**config.mk**
```make
export PLATFORM = sky130hd
export DESIGN_NAME = congestion_window_rto_tracker
export DESIGN_NICKNAME = d
export VERILOG_FILES = /design/src/sv/cwrt_pkg.sv /design/src/sv/cwrt_mac.sv /design/src/sv/cwrt_div.sv /design/src/sv/congestion_window_rto_tracker.sv
export SDC_FILE = /design/constraint.sdc
export NUM_CORES = 2
export LEC_CHECK = 0
export ABC_AREA = 0
export BUFFER_PORTS_ARGS = -buffer_cell sky130_fd_sc_hd__buf_2
export CELL_PAD_IN_SITES_DETAIL_PLACEMENT = 0
export CELL_PAD_IN_SITES_GLOBAL_PLACEMENT = 1
export CORE_MARGIN = 2
export CORE_UTILIZATION = 50
export CTS_BUF_LIST = sky130_fd_sc_hd__clkbuf_8
export DETAILED_ROUTE_END_ITERATION = 8
export PLACE_DENSITY = 0.81
export RECOVER_POWER = 50
export SETUP_SLACK_MARGIN = 0.3
export SLEW_MARGIN = 10
export SYNTH_ARGS = -nofsm -noshare
export SYNTH_HDL_FRONTEND = slang
export SYNTH_SLANG_ARGS = --single-unit
```
**constraint.sdc**
```tcl
create_clock -name clk -period 11.96 [get_ports clk]
set_input_delay 1.196 -clock clk [delete_from_list [all_inputs] [get_ports clk]]
set_output_delay 1.196 -clock clk [all_outputs]
set_load 0.05 [all_outputs]
```
**src/sv/cwrt_pkg.sv**
```systemverilog
// ----------------------------------------------------------------------------
// cwrt_pkg: shared types and constants
// register indexes, event codes, reset values, sequencer states and the
// control bundle that drives the shared multiply-accumulate unit
// ----------------------------------------------------------------------------
package cwrt_pkg;

  // initial window, threshold (segments) and timeout (ms)
  localparam int INIT_WINDOW     = 10;
  localparam int INIT_THRESHOLD  = 64;
  localparam int INIT_TIMEOUT_MS = 1000;

  localparam logic [31:0] WINDOW_RESET    = 32'(INIT_WINDOW) << 16;
  localparam logic [31:0] THRESHOLD_RESET = 32'(INIT_THRESHOLD) << 16;
  localparam logic [23:0] TIMEOUT_RESET   = 24'(INIT_TIMEOUT_MS << 8);

  // configuration register indexes
  localparam int CFG_IDX_W = 3;
  localparam logic [CFG_IDX_W-1:0] REG_SRTT_GAIN    = 3'd0;
  localparam logic [CFG_IDX_W-1:0] REG_RTTVAR_GAIN  = 3'd1;
  localparam logic [CFG_IDX_W-1:0] REG_RTO_FLOOR    = 3'd2;
  localparam logic [CFG_IDX_W-1:0] REG_RTO_CEILING  = 3'd3;
  localparam logic [CFG_IDX_W-1:0] REG_WINDOW_FLOOR = 3'd4;
  localparam int CFG_DATA_W = 24;

  // configuration reset values
  localparam logic [7:0]  SRTT_GAIN_RESET    = 8'd32;
  localparam logic [7:0]  RTTVAR_GAIN_RESET  = 8'd64;
  localparam logic [23:0] RTO_FLOOR_RESET    = 24'd51200;
  localparam logic [23:0] RTO_CEILING_RESET  = 24'd15360000;
  localparam logic [15:0] WINDOW_FLOOR_RESET = 16'd2;

  // event codes
  localparam logic [1:0] CMD_SEND = 2'd0;
  localparam logic [1:0] CMD_ACK  = 2'd1;
  localparam logic [1:0] CMD_LOSS = 2'd2;

  // gain arithmetic: coefficients are n/256
  localparam logic [8:0] GAIN_ONE = 9'd256;

  // reciprocal divider: 2^32 / divisor, two quotient bits a step
  localparam int DIV_BITS   = 34;
  localparam int DIV_STEPS  = DIV_BITS / 2;
  localparam int DIV_CNT_W  = $clog2(DIV_STEPS);
  localparam logic [DIV_BITS-1:0] DIV_DIVIDEND = DIV_BITS'(64'h1_0000_0000);

  typedef enum logic [3:0] {
    S_IDLE,
    S_EXEC,
    S_MAC0,
    S_MAC1,
    S_MAC2,
    S_MAC3,
    S_MAC4,
    S_RTO,
    S_DIV,
    S_GROW,
    S_OUT
  } state_t;

  typedef struct packed {
    logic        en;
    logic        load;
    logic [8:0]  coef;
    logic [23:0] data;
  } mac_ctrl_t;

endpackage

```
**src/sv/cwrt_mac.sv**
```systemverilog
// ----------------------------------------------------------------------------
// cwrt_mac: shared multiply-accumulate unit
// 9 x 24 bit product added into a 32 bit accumulator, or loaded into it
// ----------------------------------------------------------------------------
module cwrt_mac (
  input  logic              clk,
  input  cwrt_pkg::mac_ctrl_t ctrl,
  output logic [31:0]       acc
);
  import cwrt_pkg::*;

  logic [32:0] product;
  logic [32:0] sum;

  assign product = 33'(ctrl.coef) * 33'(ctrl.data);
  // two weighted terms with weights summing to 256 never pass 32 bits
  assign sum     = (ctrl.load ? 33'd0 : {1'b0, acc}) + product;

  always_ff @(posedge clk) begin
    if (ctrl.en) begin
      acc <= sum[31:0];
    end
  end

endmodule

```
**src/sv/cwrt_div.sv**
```systemverilog
// ----------------------------------------------------------------------------
// cwrt_div: iterative reciprocal divider
// restoring division of 2^32 by a 32 bit divisor, two quotient bits a cycle
// ----------------------------------------------------------------------------
module cwrt_div (
  input  logic        clk,
  input  logic        rst,
  input  logic        start,
  input  logic [31:0] divisor,
  output logic        busy,
  output logic [32:0] quotient
);
  import cwrt_pkg::*;

  logic [DIV_CNT_W-1:0] cnt;
  logic [31:0]          rem;
  logic [31:0]          dsr;
  logic [DIV_BITS-1:0]  dvd;
  logic [DIV_BITS-1:0]  quo;

  logic [32:0] part1;
  logic [32:0] part2;
  logic        qbit1;
  logic        qbit2;
  logic [31:0] rem1;
  logic [31:0] rem2;
  logic [32:0] diff1;
  logic [32:0] diff2;

  always_comb begin
    part1 = {rem, dvd[DIV_BITS-1]};
    diff1 = part1 - {1'b0, dsr};
    qbit1 = (part1 >= {1'b0, dsr});
    rem1  = qbit1 ? diff1[31:0] : part1[31:0];
    part2 = {rem1, dvd[DIV_BITS-2]};
    diff2 = part2 - {1'b0, dsr};
    qbit2 = (part2 >= {1'b0, dsr});
    rem2  = qbit2 ? diff2[31:0] : part2[31:0];
  end

  always_ff @(posedge clk) begin
    if (rst) begin
      busy <= 1'b0;
      cnt  <= '0;
    end else if (start) begin
      busy <= 1'b1;
      cnt  <= DIV_CNT_W'(DIV_STEPS - 1);
    end else if (busy) begin
      cnt <= cnt - DIV_CNT_W'(1);
      if (cnt == '0) begin
        busy <= 1'b0;
      end
    end
  end

  always_ff @(posedge clk) begin
    if (start) begin
      rem <= '0;
      dsr <= divisor;
      dvd <= DIV_DIVIDEND;
      quo <= '0;
    end else if (busy) begin
      rem <= rem2;
      dvd <= {dvd[DIV_BITS-3:0], 2'b00};
      quo <= {quo[DIV_BITS-3:0], qbit1, qbit2};
    end
  end

  assign quotient = quo[32:0];

endmodule

```
**src/sv/congestion_window_rto_tracker.sv**
```systemverilog
// ----------------------------------------------------------------------------
// congestion_window_rto_tracker: reno window and rto estimator
// send, ack and loss events update window, threshold, in-flight count and the
// smoothed rtt estimator; each item returns one result with the new values
// ----------------------------------------------------------------------------
// sequence: a send, loss or unused event goes from exec straight to the output state;
//   an ack runs the mac states (skipped on the first sample), then rto, div, grow, out;
//   in avoidance div waits on the 17 radix-4 steps of the reciprocal divider
// the block holds one item at a time; the next item is taken the cycle
//   after the result is loaded into the output register, while it still waits
// reset: synchronous, active high; loads the initial state and register defaults
module congestion_window_rto_tracker (
  input  logic                          clk,
  input  logic                          rst,
  // configuration writes
  input  logic                          cfg_wr_en,
  input  logic [cwrt_pkg::CFG_IDX_W-1:0] cfg_index,
  input  logic [cwrt_pkg::CFG_DATA_W-1:0] cfg_data,
  // event items
  input  logic                          in_valid,
  output logic                          in_ready,
  input  logic [1:0]                    cmd,
  input  logic [23:0]                   rtt_sample_q8,
  // result items
  output logic                          out_valid,
  input  logic                          out_ready,
  output logic                          can_send,
  output logic [15:0]                   window_segments,
  output logic [15:0]                   outstanding,
  output logic [23:0]                   timeout_q8,
  output logic [23:0]                   smoothed_rtt_q8,
  output logic                          avoidance_phase
);
  import cwrt_pkg::*;

  // configuration registers
  logic [7:0]  srtt_gain;
  logic [7:0]  rttvar_gain;
  logic [23:0] rto_floor;
  logic [23:0] rto_ceiling;
  logic [15:0] window_floor;

  // tracker state
  logic [31:0] window_q16;
  logic [31:0] threshold_q16;
  logic [15:0] flight_count;
  logic [23:0] srtt;
  logic [23:0] rttvar;
  logic [23:0] rto;
  logic        sample_seen;
  logic        phase;

  // captured item and scratch
  logic [1:0]  cmd_reg;
  logic [23:0] rtt_reg;
  logic [23:0] diff;

  state_t state;
  state_t state_next;

  // control decode
  mac_ctrl_t mac_ctrl;
  logic      div_start;
  logic      load_out;
  logic      out_free;

  logic [31:0] mac_acc;
  logic        div_busy;
  logic [32:0] div_quo;

  // datapath combinational terms
  logic [26:0] rto_sum;
  logic [26:0] rto_low;
  logic [26:0] rto_clamped;
  logic [32:0] grow_inc;
  logic [33:0] grow_sum;
  logic [31:0] grow_win;
  logic [31:0] loss_floor;
  logic [31:0] loss_half;

  assign out_free = !out_valid || out_ready;

  // ---------------------------------------------------------------------------
  // shared units
  // ---------------------------------------------------------------------------
  cwrt_mac u_mac (
    .clk  (clk),
    .ctrl (mac_ctrl),
    .acc  (mac_acc)
  );

  cwrt_div u_div (
    .clk      (clk),
    .rst      (rst),
    .start    (div_start),
    .divisor  (window_q16),
    .busy     (div_busy),
    .quotient (div_quo)
  );

  // ---------------------------------------------------------------------------
  // sequencer: next state
  // ---------------------------------------------------------------------------
  always_comb begin
    state_next = state;
    case (state)
      S_IDLE: begin
        if (in_valid) begin
          state_next = S_EXEC;
        end
      end
      S_EXEC: begin
        if (cmd_reg == CMD_ACK) begin
          // first sample seeds the estimator directly
          state_next = sample_seen ? S_MAC0 : S_RTO;
        end else begin
          state_next = S_OUT;
        end
      end
      S_MAC0: state_next = S_MAC1;
      S_MAC1: state_next = S_MAC2;
      S_MAC2: state_next = S_MAC3;
      S_MAC3: state_next = S_MAC4;
      S_MAC4: state_next = S_RTO;
      S_RTO:  state_next = S_DIV;
      S_DIV: begin
        if (!div_busy) begin
          state_next = S_GROW;
        end
      end
      S_GROW: state_next = S_OUT;
      S_OUT: begin
        if (out_free) begin
          state_next = S_IDLE;
        end
      end
      default: state_next = S_IDLE;
    endcase
  end

  // ---------------------------------------------------------------------------
  // sequencer: control outputs
  // ---------------------------------------------------------------------------
  always_comb begin
    in_ready      = 1'b0;
    div_start     = 1'b0;
    load_out      = 1'b0;
    mac_ctrl.en   = 1'b0;
    mac_ctrl.load = 1'b0;
    mac_ctrl.coef = '0;
    mac_ctrl.data = '0;
    case (state)
      S_IDLE: in_ready = 1'b1;
      S_EXEC: begin
        // reciprocal only needed in avoidance with a nonzero window
        div_start = (cmd_reg == CMD_ACK) && phase && (window_q16 != '0);
      end
      S_MAC0: begin
        mac_ctrl.en   = 1'b1;
        mac_ctrl.load = 1'b1;
        mac_ctrl.coef = GAIN_ONE - {1'b0, rttvar_gain};
        mac_ctrl.data = rttvar;
      end
      S_MAC1: begin
        mac_ctrl.en   = 1'b1;
        mac_ctrl.coef = {1'b0, rttvar_gain};
        mac_ctrl.data = diff;
      end
      S_MAC2: begin
        mac_ctrl.en   = 1'b1;
        mac_ctrl.load = 1'b1;
        mac_ctrl.coef = GAIN_ONE - {1'b0, srtt_gain};
        mac_ctrl.data = srtt;
      end
      S_MAC3: begin
        mac_ctrl.en   = 1'b1;
        mac_ctrl.coef = {1'b0, srtt_gain};
        mac_ctrl.data = rtt_reg;
      end
      S_OUT: load_out = out_free;
      default: begin
      end
    endcase
  end

  always_ff @(posedge clk) begin
    if (rst) begin
      state <= S_IDLE;
    end else begin
      state <= state_next;
    end
  end

  // ---------------------------------------------------------------------------
  // configuration port, writes beyond the list are dropped
  // ---------------------------------------------------------------------------
  always_ff @(posedge clk) begin
    if (rst) begin
      srtt_gain    <= SRTT_GAIN_RESET;
      rttvar_gain  <= RTTVAR_GAIN_RESET;
      rto_floor    <= RTO_FLOOR_RESET;
      rto_ceiling  <= RTO_CEILING_RESET;
      window_floor <= WINDOW_FLOOR_RESET;
    end else if (cfg_wr_en) begin
      case (cfg_index)
        REG_SRTT_GAIN:    srtt_gain    <= cfg_data[7:0];
        REG_RTTVAR_GAIN:  rttvar_gain  <= cfg_data[7:0];
        REG_RTO_FLOOR:    rto_floor    <= cfg_data[23:0];
        REG_RTO_CEILING:  rto_ceiling  <= cfg_data[23:0];
        REG_WINDOW_FLOOR: window_floor <= cfg_data[15:0];
        default: begin
        end
      endcase
    end
  end

  // ---------------------------------------------------------------------------
  // datapath terms
  // ---------------------------------------------------------------------------
  always_comb begin
    // rto = srtt + 4 * rttvar, floor first, ceiling last so it wins
    rto_sum     = {3'b000, srtt} + {1'b0, rttvar, 2'b00};
    rto_low     = (rto_sum < {3'b000, rto_floor}) ? {3'b000, rto_floor} : rto_sum;
    rto_clamped = (rto_low > {3'b000, rto_ceiling}) ? {3'b000, rto_ceiling} : rto_low;

    // window growth: one segment in slow start, reciprocal in avoidance
    if (!phase) begin
      grow_inc = 33'h0_0001_0000;
    end else if (window_q16 == '0) begin
      grow_inc = 33'h1_0000_0000;
    end else begin
      grow_inc = div_quo;
    end
    grow_sum = {2'b00, window_q16} + {1'b0, grow_inc};
    grow_win = (grow_sum[33:32] != 2'b00) ? 32'hFFFF_FFFF : grow_sum[31:0];

    // loss: threshold is half the window, never below the floor
    loss_floor = {window_floor, 16'h0000};
    loss_half  = {1'b0, window_q16[31:1]};
  end

  // ---------------------------------------------------------------------------
  // tracker state updates
  // ---------------------------------------------------------------------------
  always_ff @(posedge clk) begin
    if (rst) begin
      window_q16    <= WINDOW_RESET;
      threshold_q16 <= THRESHOLD_RESET;
      flight_count  <= '0;
      srtt          <= '0;
      rttvar        <= '0;
      rto           <= TIMEOUT_RESET;
      sample_seen   <= 1'b0;
      phase         <= 1'b0;
    end else begin
      case (state)
        S_EXEC: begin
          case (cmd_reg)
            CMD_SEND: begin
              if (flight_count != 16'hFFFF) begin
                flight_count <= flight_count + 16'd1;
              end
            end
            CMD_ACK: begin
              if (flight_count != '0) begin
                flight_count <= flight_count - 16'd1;
              end
              if (!sample_seen) begin
                srtt        <= rtt_reg;
                rttvar      <= {1'b0, rtt_reg[23:1]};
                sample_seen <= 1'b1;
              end
            end
            CMD_LOSS: begin
              threshold_q16 <= (loss_half < loss_floor) ? loss_floor : loss_half;
              window_q16    <= loss_floor;
              phase         <= 1'b0;
            end
            default: begin
              // unused event: nothing changes
            end
          endcase
        end
        S_MAC2: rttvar <= mac_acc[31:8];
        S_MAC4: srtt   <= mac_acc[31:8];
        S_RTO:  rto    <= rto_clamped[23:0];
        S_GROW: begin
          window_q16 <= grow_win;
          if (!phase && (grow_win >= threshold_q16)) begin
            phase <= 1'b1;
          end
        end
        default: begin
        end
      endcase
    end
  end

  // captured item and the |srtt - rtt| term for the variance update
  always_ff @(posedge clk) begin
    if (state == S_IDLE && in_valid) begin
      cmd_reg <= cmd;
      rtt_reg <= rtt_sample_q8;
    end
    if (state == S_EXEC) begin
      diff <= (srtt >= rtt_reg) ? (srtt - rtt_reg) : (rtt_reg - srtt);
    end
  end

  // ---------------------------------------------------------------------------
  // output register, frees the input side while a result waits
  // ---------------------------------------------------------------------------
  always_ff @(posedge clk) begin
    if (rst) begin
      out_valid <= 1'b0;
    end else if (load_out) begin
      out_valid <= 1'b1;
    end else if (out_ready) begin
      out_valid <= 1'b0;
    end
  end

  always_ff @(posedge clk) begin
    if (load_out) begin
      can_send        <= (flight_count < window_q16[31:16]);
      window_segments <= window_q16[31:16];
      outstanding     <= flight_count;
      timeout_q8      <= rto;
      smoothed_rtt_q8 <= srtt;
      avoidance_phase <= phase;
    end
  end

endmodule

```
# [After elaboration in Yosys (flattened, before gate mapping)]
# Cells that the tools add are included.
[word_totals] ff_bits=507 input_bits=58 output_inout_bits=84 wordCells=159
[classes] addsub=12 n_mul=1 order_cmp=8 n_eq_ne=26 mux=43 n_reduce_logical=37
[op_table] cell="$mux 32" n=6
[op_table] cell="$mux 24" n=6
[op_table] cell="$pmux 33 s4" n=1
[op_table] cell="$pmux 24 s2" n=2
[op_table] cell="$ge 33x32->1" n=2
[op_table] cell="$mux 33" n=2
[op_table] cell="$pmux 32 s2" n=1
[op_table] cell="$sub 32x32->32" n=2
[op_table] cell="$sub 24x24->24" n=2
[op_table] cell="$pmux 4 s11" n=1
[op_table] cell="$add 32x33->34" n=1
[op_table] cell="$add 32x32->32" n=1
[op_table] cell="$ge 32x32->1" n=1
[op_table] cell="$logic_not 32->1" n=1
[op_table] cell="$lt 31x32->1" n=1
[op_table] cell="$mul 9x24->32" n=1
[op_table] cell="$mux 16" n=2
[op_table] cell="$pmux 16 s2" n=1
[op_table] cell="$reduce_bool 32->1" n=1
[op_table] cell="$add 24x26->27" n=1
[op_table] cell="$gt 27x24->1" n=1
[op_table] cell="$lt 27x24->1" n=1
[op_table] cell="$mux 27" n=1
[op_table] cell="$ge 24x24->1" n=1
[op_table] cell="36 further kinds" n=87

# [Longest topological paths before layout]
[depth] word_depth=10 mapped_depth=35 mapped_depth_nobuf=32

# [Modules after synthesis]
# From an unflattened synthesis, not the netlist that was laid out.
[hier_totals] hier_cells=4549 area_unflattened_um2=39968.3
[modules_own_cells] module="congestion_window_rto_tracker" instances=1 cells_per_inst=2729 area_per_inst_um2=23658.9 seq_area_each_um2=8748.4
[modules_own_cells] module="cwrt_mac" instances=1 cells_per_inst=928 area_per_inst_um2=8682.1 seq_area_each_um2=960.9
[modules_own_cells] module="cwrt_div" instances=1 cells_per_inst=892 area_per_inst_um2=7627.3 seq_area_each_um2=2402.3

# [Least setup slack after synthesis]
# Ideal clock, no wire load.
[synth_path] path_type="register to register" start="register state[2]" end="register u_mac.acc[21], data pin" setup_time_ps=258 arrival_time_ps=8031 required_time_ps=11702 slack_ps=3671 stages_incl_launch_ff=36 n_path_buf=5 period_less_slack_ps=8289 cell_sequence="dfxtp_1 -> clkbuf_1 -> nand2b_1 -> clkbuf_1 -> nor3_1 -> clkbuf_1 -> mux2i_1 -> ha_1 -> nand2_1 -> or3_1 -> clkbuf_1 -> xnor2_1 -> nor2_1 -> a211oi_1 -> clkbuf_1 -> inv_1 -> nand2_1 -> fa_1 -> fa_1 -> inv_1 -> fa_1 -> fa_1 -> inv_1 -> fa_1 -> inv_1 -> ha_1 -> nor4_1 -> o21ai_0 -> a31o_2 -> a21o_1 -> a21oi_1 -> o21ai_0 -> a211oi_1 -> o21bai_1 -> a21oi_1 -> xnor2_1"
[synth_between] elab_chain_len=5 elab_cells_between_ends=10 cone_classes="add/sub (1); mul (1); eq/ne (4); mux (3); reduce/logical (1)"
[synth_lines] element="start: declaration" line_no="congestion_window_rto_tracker.sv:58" text="state_t state;"
[synth_lines] element="start signal: assignment" line_no="congestion_window_rto_tracker.sv:190" text="state <= state_next;"
[synth_lines] element="parallel branches: the longest is 4 deep, another holds $mul 9x24->32"
[synth_lines] element="$add 32x32->32 *" line_no="cwrt_mac.sv:17" text="assign sum = (ctrl.load ? 33'd0 : {1'b0, acc}) + product;"
[synth_lines] element="via u_mac.sum[21]" line_no="cwrt_mac.sv:13" text="logic [32:0] sum;"
[synth_lines] element="end signal: assignment" line_no="cwrt_mac.sv:21" text="acc <= sum[31:0];"
[synth_lines] element="end: declaration" line_no="cwrt_mac.sv:8" text="output logic [31:0] acc"
# Mark *: on every way through the listed nets, which the timed path passes.
# A chain may end at the register's enable or synchronous reset.

==> flow_summary.toml <==
[cts]
holdBufCountCts = 0
clock_latency_ps = 720
cts_buffers = 92
clkTransAtPathRegs_ps = 60
post_cts_buffers = 0
cts-root-buf = "clkbuf_8"
cts_resized = 0
cts.path.max_buffers = 3
clock-sinks = 507
tritoncts = "yes"
cts_htree_levels = 3

[yosys]
yosysTopAreaCellShare = 0.161
synth_nets = 4994
synthCells = 4400
post-synth-top-area-cell = "dfxtp_1"
synth_top_family_by_area = "adder cells"
yosysWarnings = 0
synth_xor_area_frac = 0.0394
syn_avg_cell_area_um2 = 8.78
synth-seq-area-share = 0.313
synth-adder-area-share = 0.210
synth_edf_count = 196
synth_cell_type_count = 78
ys_top_cells_by_area = "dfxtp_1, edfxtp_1, ha_1"
synth_compound_area_frac = 0.183
yosys.area_share.simple = 0.153
synth-async-reset-ratio = 0
synth_area_um2 = 38600
ys_ff_latch = 507
synthMuxAreaShare = 0.0393
synth_top_flop_cell = "dfxtp_1"

[layout]
finish.utilization = 0.554
final_common_cell = "nand2_1"
synthToLayoutAreaGrowth_pct = 9.20
final_cell_mix = "nand2_1, inv_1, nor2_1, ha_1, dfxtp_1"
regMostFlops = "u_div.quo"
fin_nets = 5094
layout.cells.non_filler = 5610
largest_register_ffs = 33
drive_above_1_share = 0.0655

[floorplan]
io_pins = 142
core_area_um2 = 76200
die-area_um2 = 79500
placementRows = 101
fp.dieW_um = 282
die_y_um = 282
start_util = 0.507

[pwr]
p_comb_frac = 0.373
sequentialPowerShare = 0.349
p_sw_uw = 2430
vdd_ir_drop_max_mv = 0.126
power_leakage_uw = 0.0184
powerDensity_nw_per_um2 = 149
p_sw_frac = 0.387
p_clk_frac = 0.278
internal_power_uw = 3850

[timing]
rsz0062_at_grt = "no"
fin_crit_ps = 9090
fin_skew_ps = 59.9
finalHoldViolCount = 0
tightest_slew_ps = 3910
period_share = 0.760
final-setup-viol-count = 0
slew_viol_final = 313
slew_headroom = -1.61
fin_setup_tns_ps = 0
max_freq_mhz = 110
holdWs_ps = 423

[critical_path]
worstSetupPathType = "in2reg"
critPathArrivalTime_ps = 9670
r2r_slack_ps = 2890
critPathCaptureType = "register"
cpMaxStageDelayCell = "clkbuf_1"
cp_max_fo = 78
crit_path_max_incr_delay_ps = 2820
start_kind = "input pin"
cp_common_cell = "clkbuf_1"
crit_chain = "clkbuf_1 -> clkbuf_1 -> clkbuf_1 -> nor2_1 -> a22o_1"
cp_data_required_time_ps = 12540

[run_status]
violations = "capacitance limit, slew limit"
outcome = "finished with violations"

[min_path]
hp-class = "reg2reg"

[placement]
port_buffers = 141
gp_congestion = 0.930
dp_hpwl_um = 84400
placedCellCount = 5435

[route]
drt_iter0_drc = 2202
via_per_inst = 5.68
wl_um = 112000
wl_per_cell_um = 19.9
postRouteAntennaNets = 0
route.detailed.drc = 0
drt_pass1_iterations = 5
vias = 31900

[global_route]
grt_pass1_wl_um = 175000
grt-ovfl-total = 0
track_usage = 0.283
grt_pass1_vias = 31100
antenna_found_initial = 1
grt_max_degree = 79

[run]
max_cap_viol_count = 7
-- final cells by class --
cell class                      instances  area [um2]
Antenna cell                            1        2.50
Clock buffer                          100        1380
Clock inverter                         73         558
Fill cell                            7227       34000
Inverter                              442        1660
Multi-Input combinational cell       3260       24300
Sequential cell                       507       12100
Tap cell                             1030        1290
Timing Repair Buffer                  197         937
-- layer usage --
layer	track usage	wire [um]
met2	0.474	52400
met4	0.125	5260
met1	0.364	48600
met5	0	0
met3	0.0375	5510
-- synthesized netlist by cell type (all sizes together) (9+ instances only) --
cell type and instances:
fa 188, nand3b 10, a311oi 27, nor2b 44, ha 348, o21ai 214, or3 16, a211o 9
a21o 101, o21bai 28, nor3 64, nand4 41, xnor2 116, nor2 393, o31ai 13, o2bb2ai 13
a21oi 310, a21boi 9, and3 27, mux2 29, a31oi 30, edfxtp 196, a221o 18, and2 67
xor2 58, o21a 46, mux2i 119, a22o 36, or2 13, nand2 514, buf 36, nand3 48
inv 441, dfxtp 311, clkbuf 155, nand2b 43, a221oi 14, o211ai 23, a22oi 60, nor4 20
a211oi 67
-- worst max-delay path: cells and delay by family --
| family | cells | cell delay (ps) |
|---|---|---|
| compound gates | 1 | 470 |
| buf+inv | 3 | 6730 |
| simple gates | 1 | 1200 |
-- worst paths after layout --
path | start | to | cells after the start
min | rto[11]$_SDFFE_PP1P_ | timeout_q8[11]$_DFFE_PP_ | 0
max reg2reg | state[2]$_SDFFE_PP0P_ | u_mac.acc[31]$_DFFE_PN_ | 31
max | rst | window_q16[13]$_SDFFE_PP0P_ | 5
min reg2reg | rto[11]$_SDFFE_PP1P_ | timeout_q8[11]$_DFFE_PP_ | 0
-- kinds of logic after synthesis --
family | count (synthesis)
adders and majority gates | 536
and+or+nand+nor | 1319
muxes | 148
buffers and inverters | 633
xor gates and xnor gates | 174
DFF | 507
AOI/OAI and AO/OA | 1083
-- power groups by stage --
stage	clock network, uW	logic (uW)	registers (uW)
after floorplan	0	1770	2140
final	1750	2340	2190
after detailed placement	0	2320	2220
after global placement	0	2300	2230
after global routing	1860	2610	2210
after CTS	1790	2330	2190
-- per-stage QoR --
stage,total power (uW),cell area (um2),setup slack [ps]
floorplan,3900,38600,3670
global placement,4520,40500,2810
detailed placement,4540,40500,2620
CTS,6310,42400,2620
global route,6670,42200,2210
finish,6290,42200,2870
No activity file was read; power rests on OpenSTA's default activity.
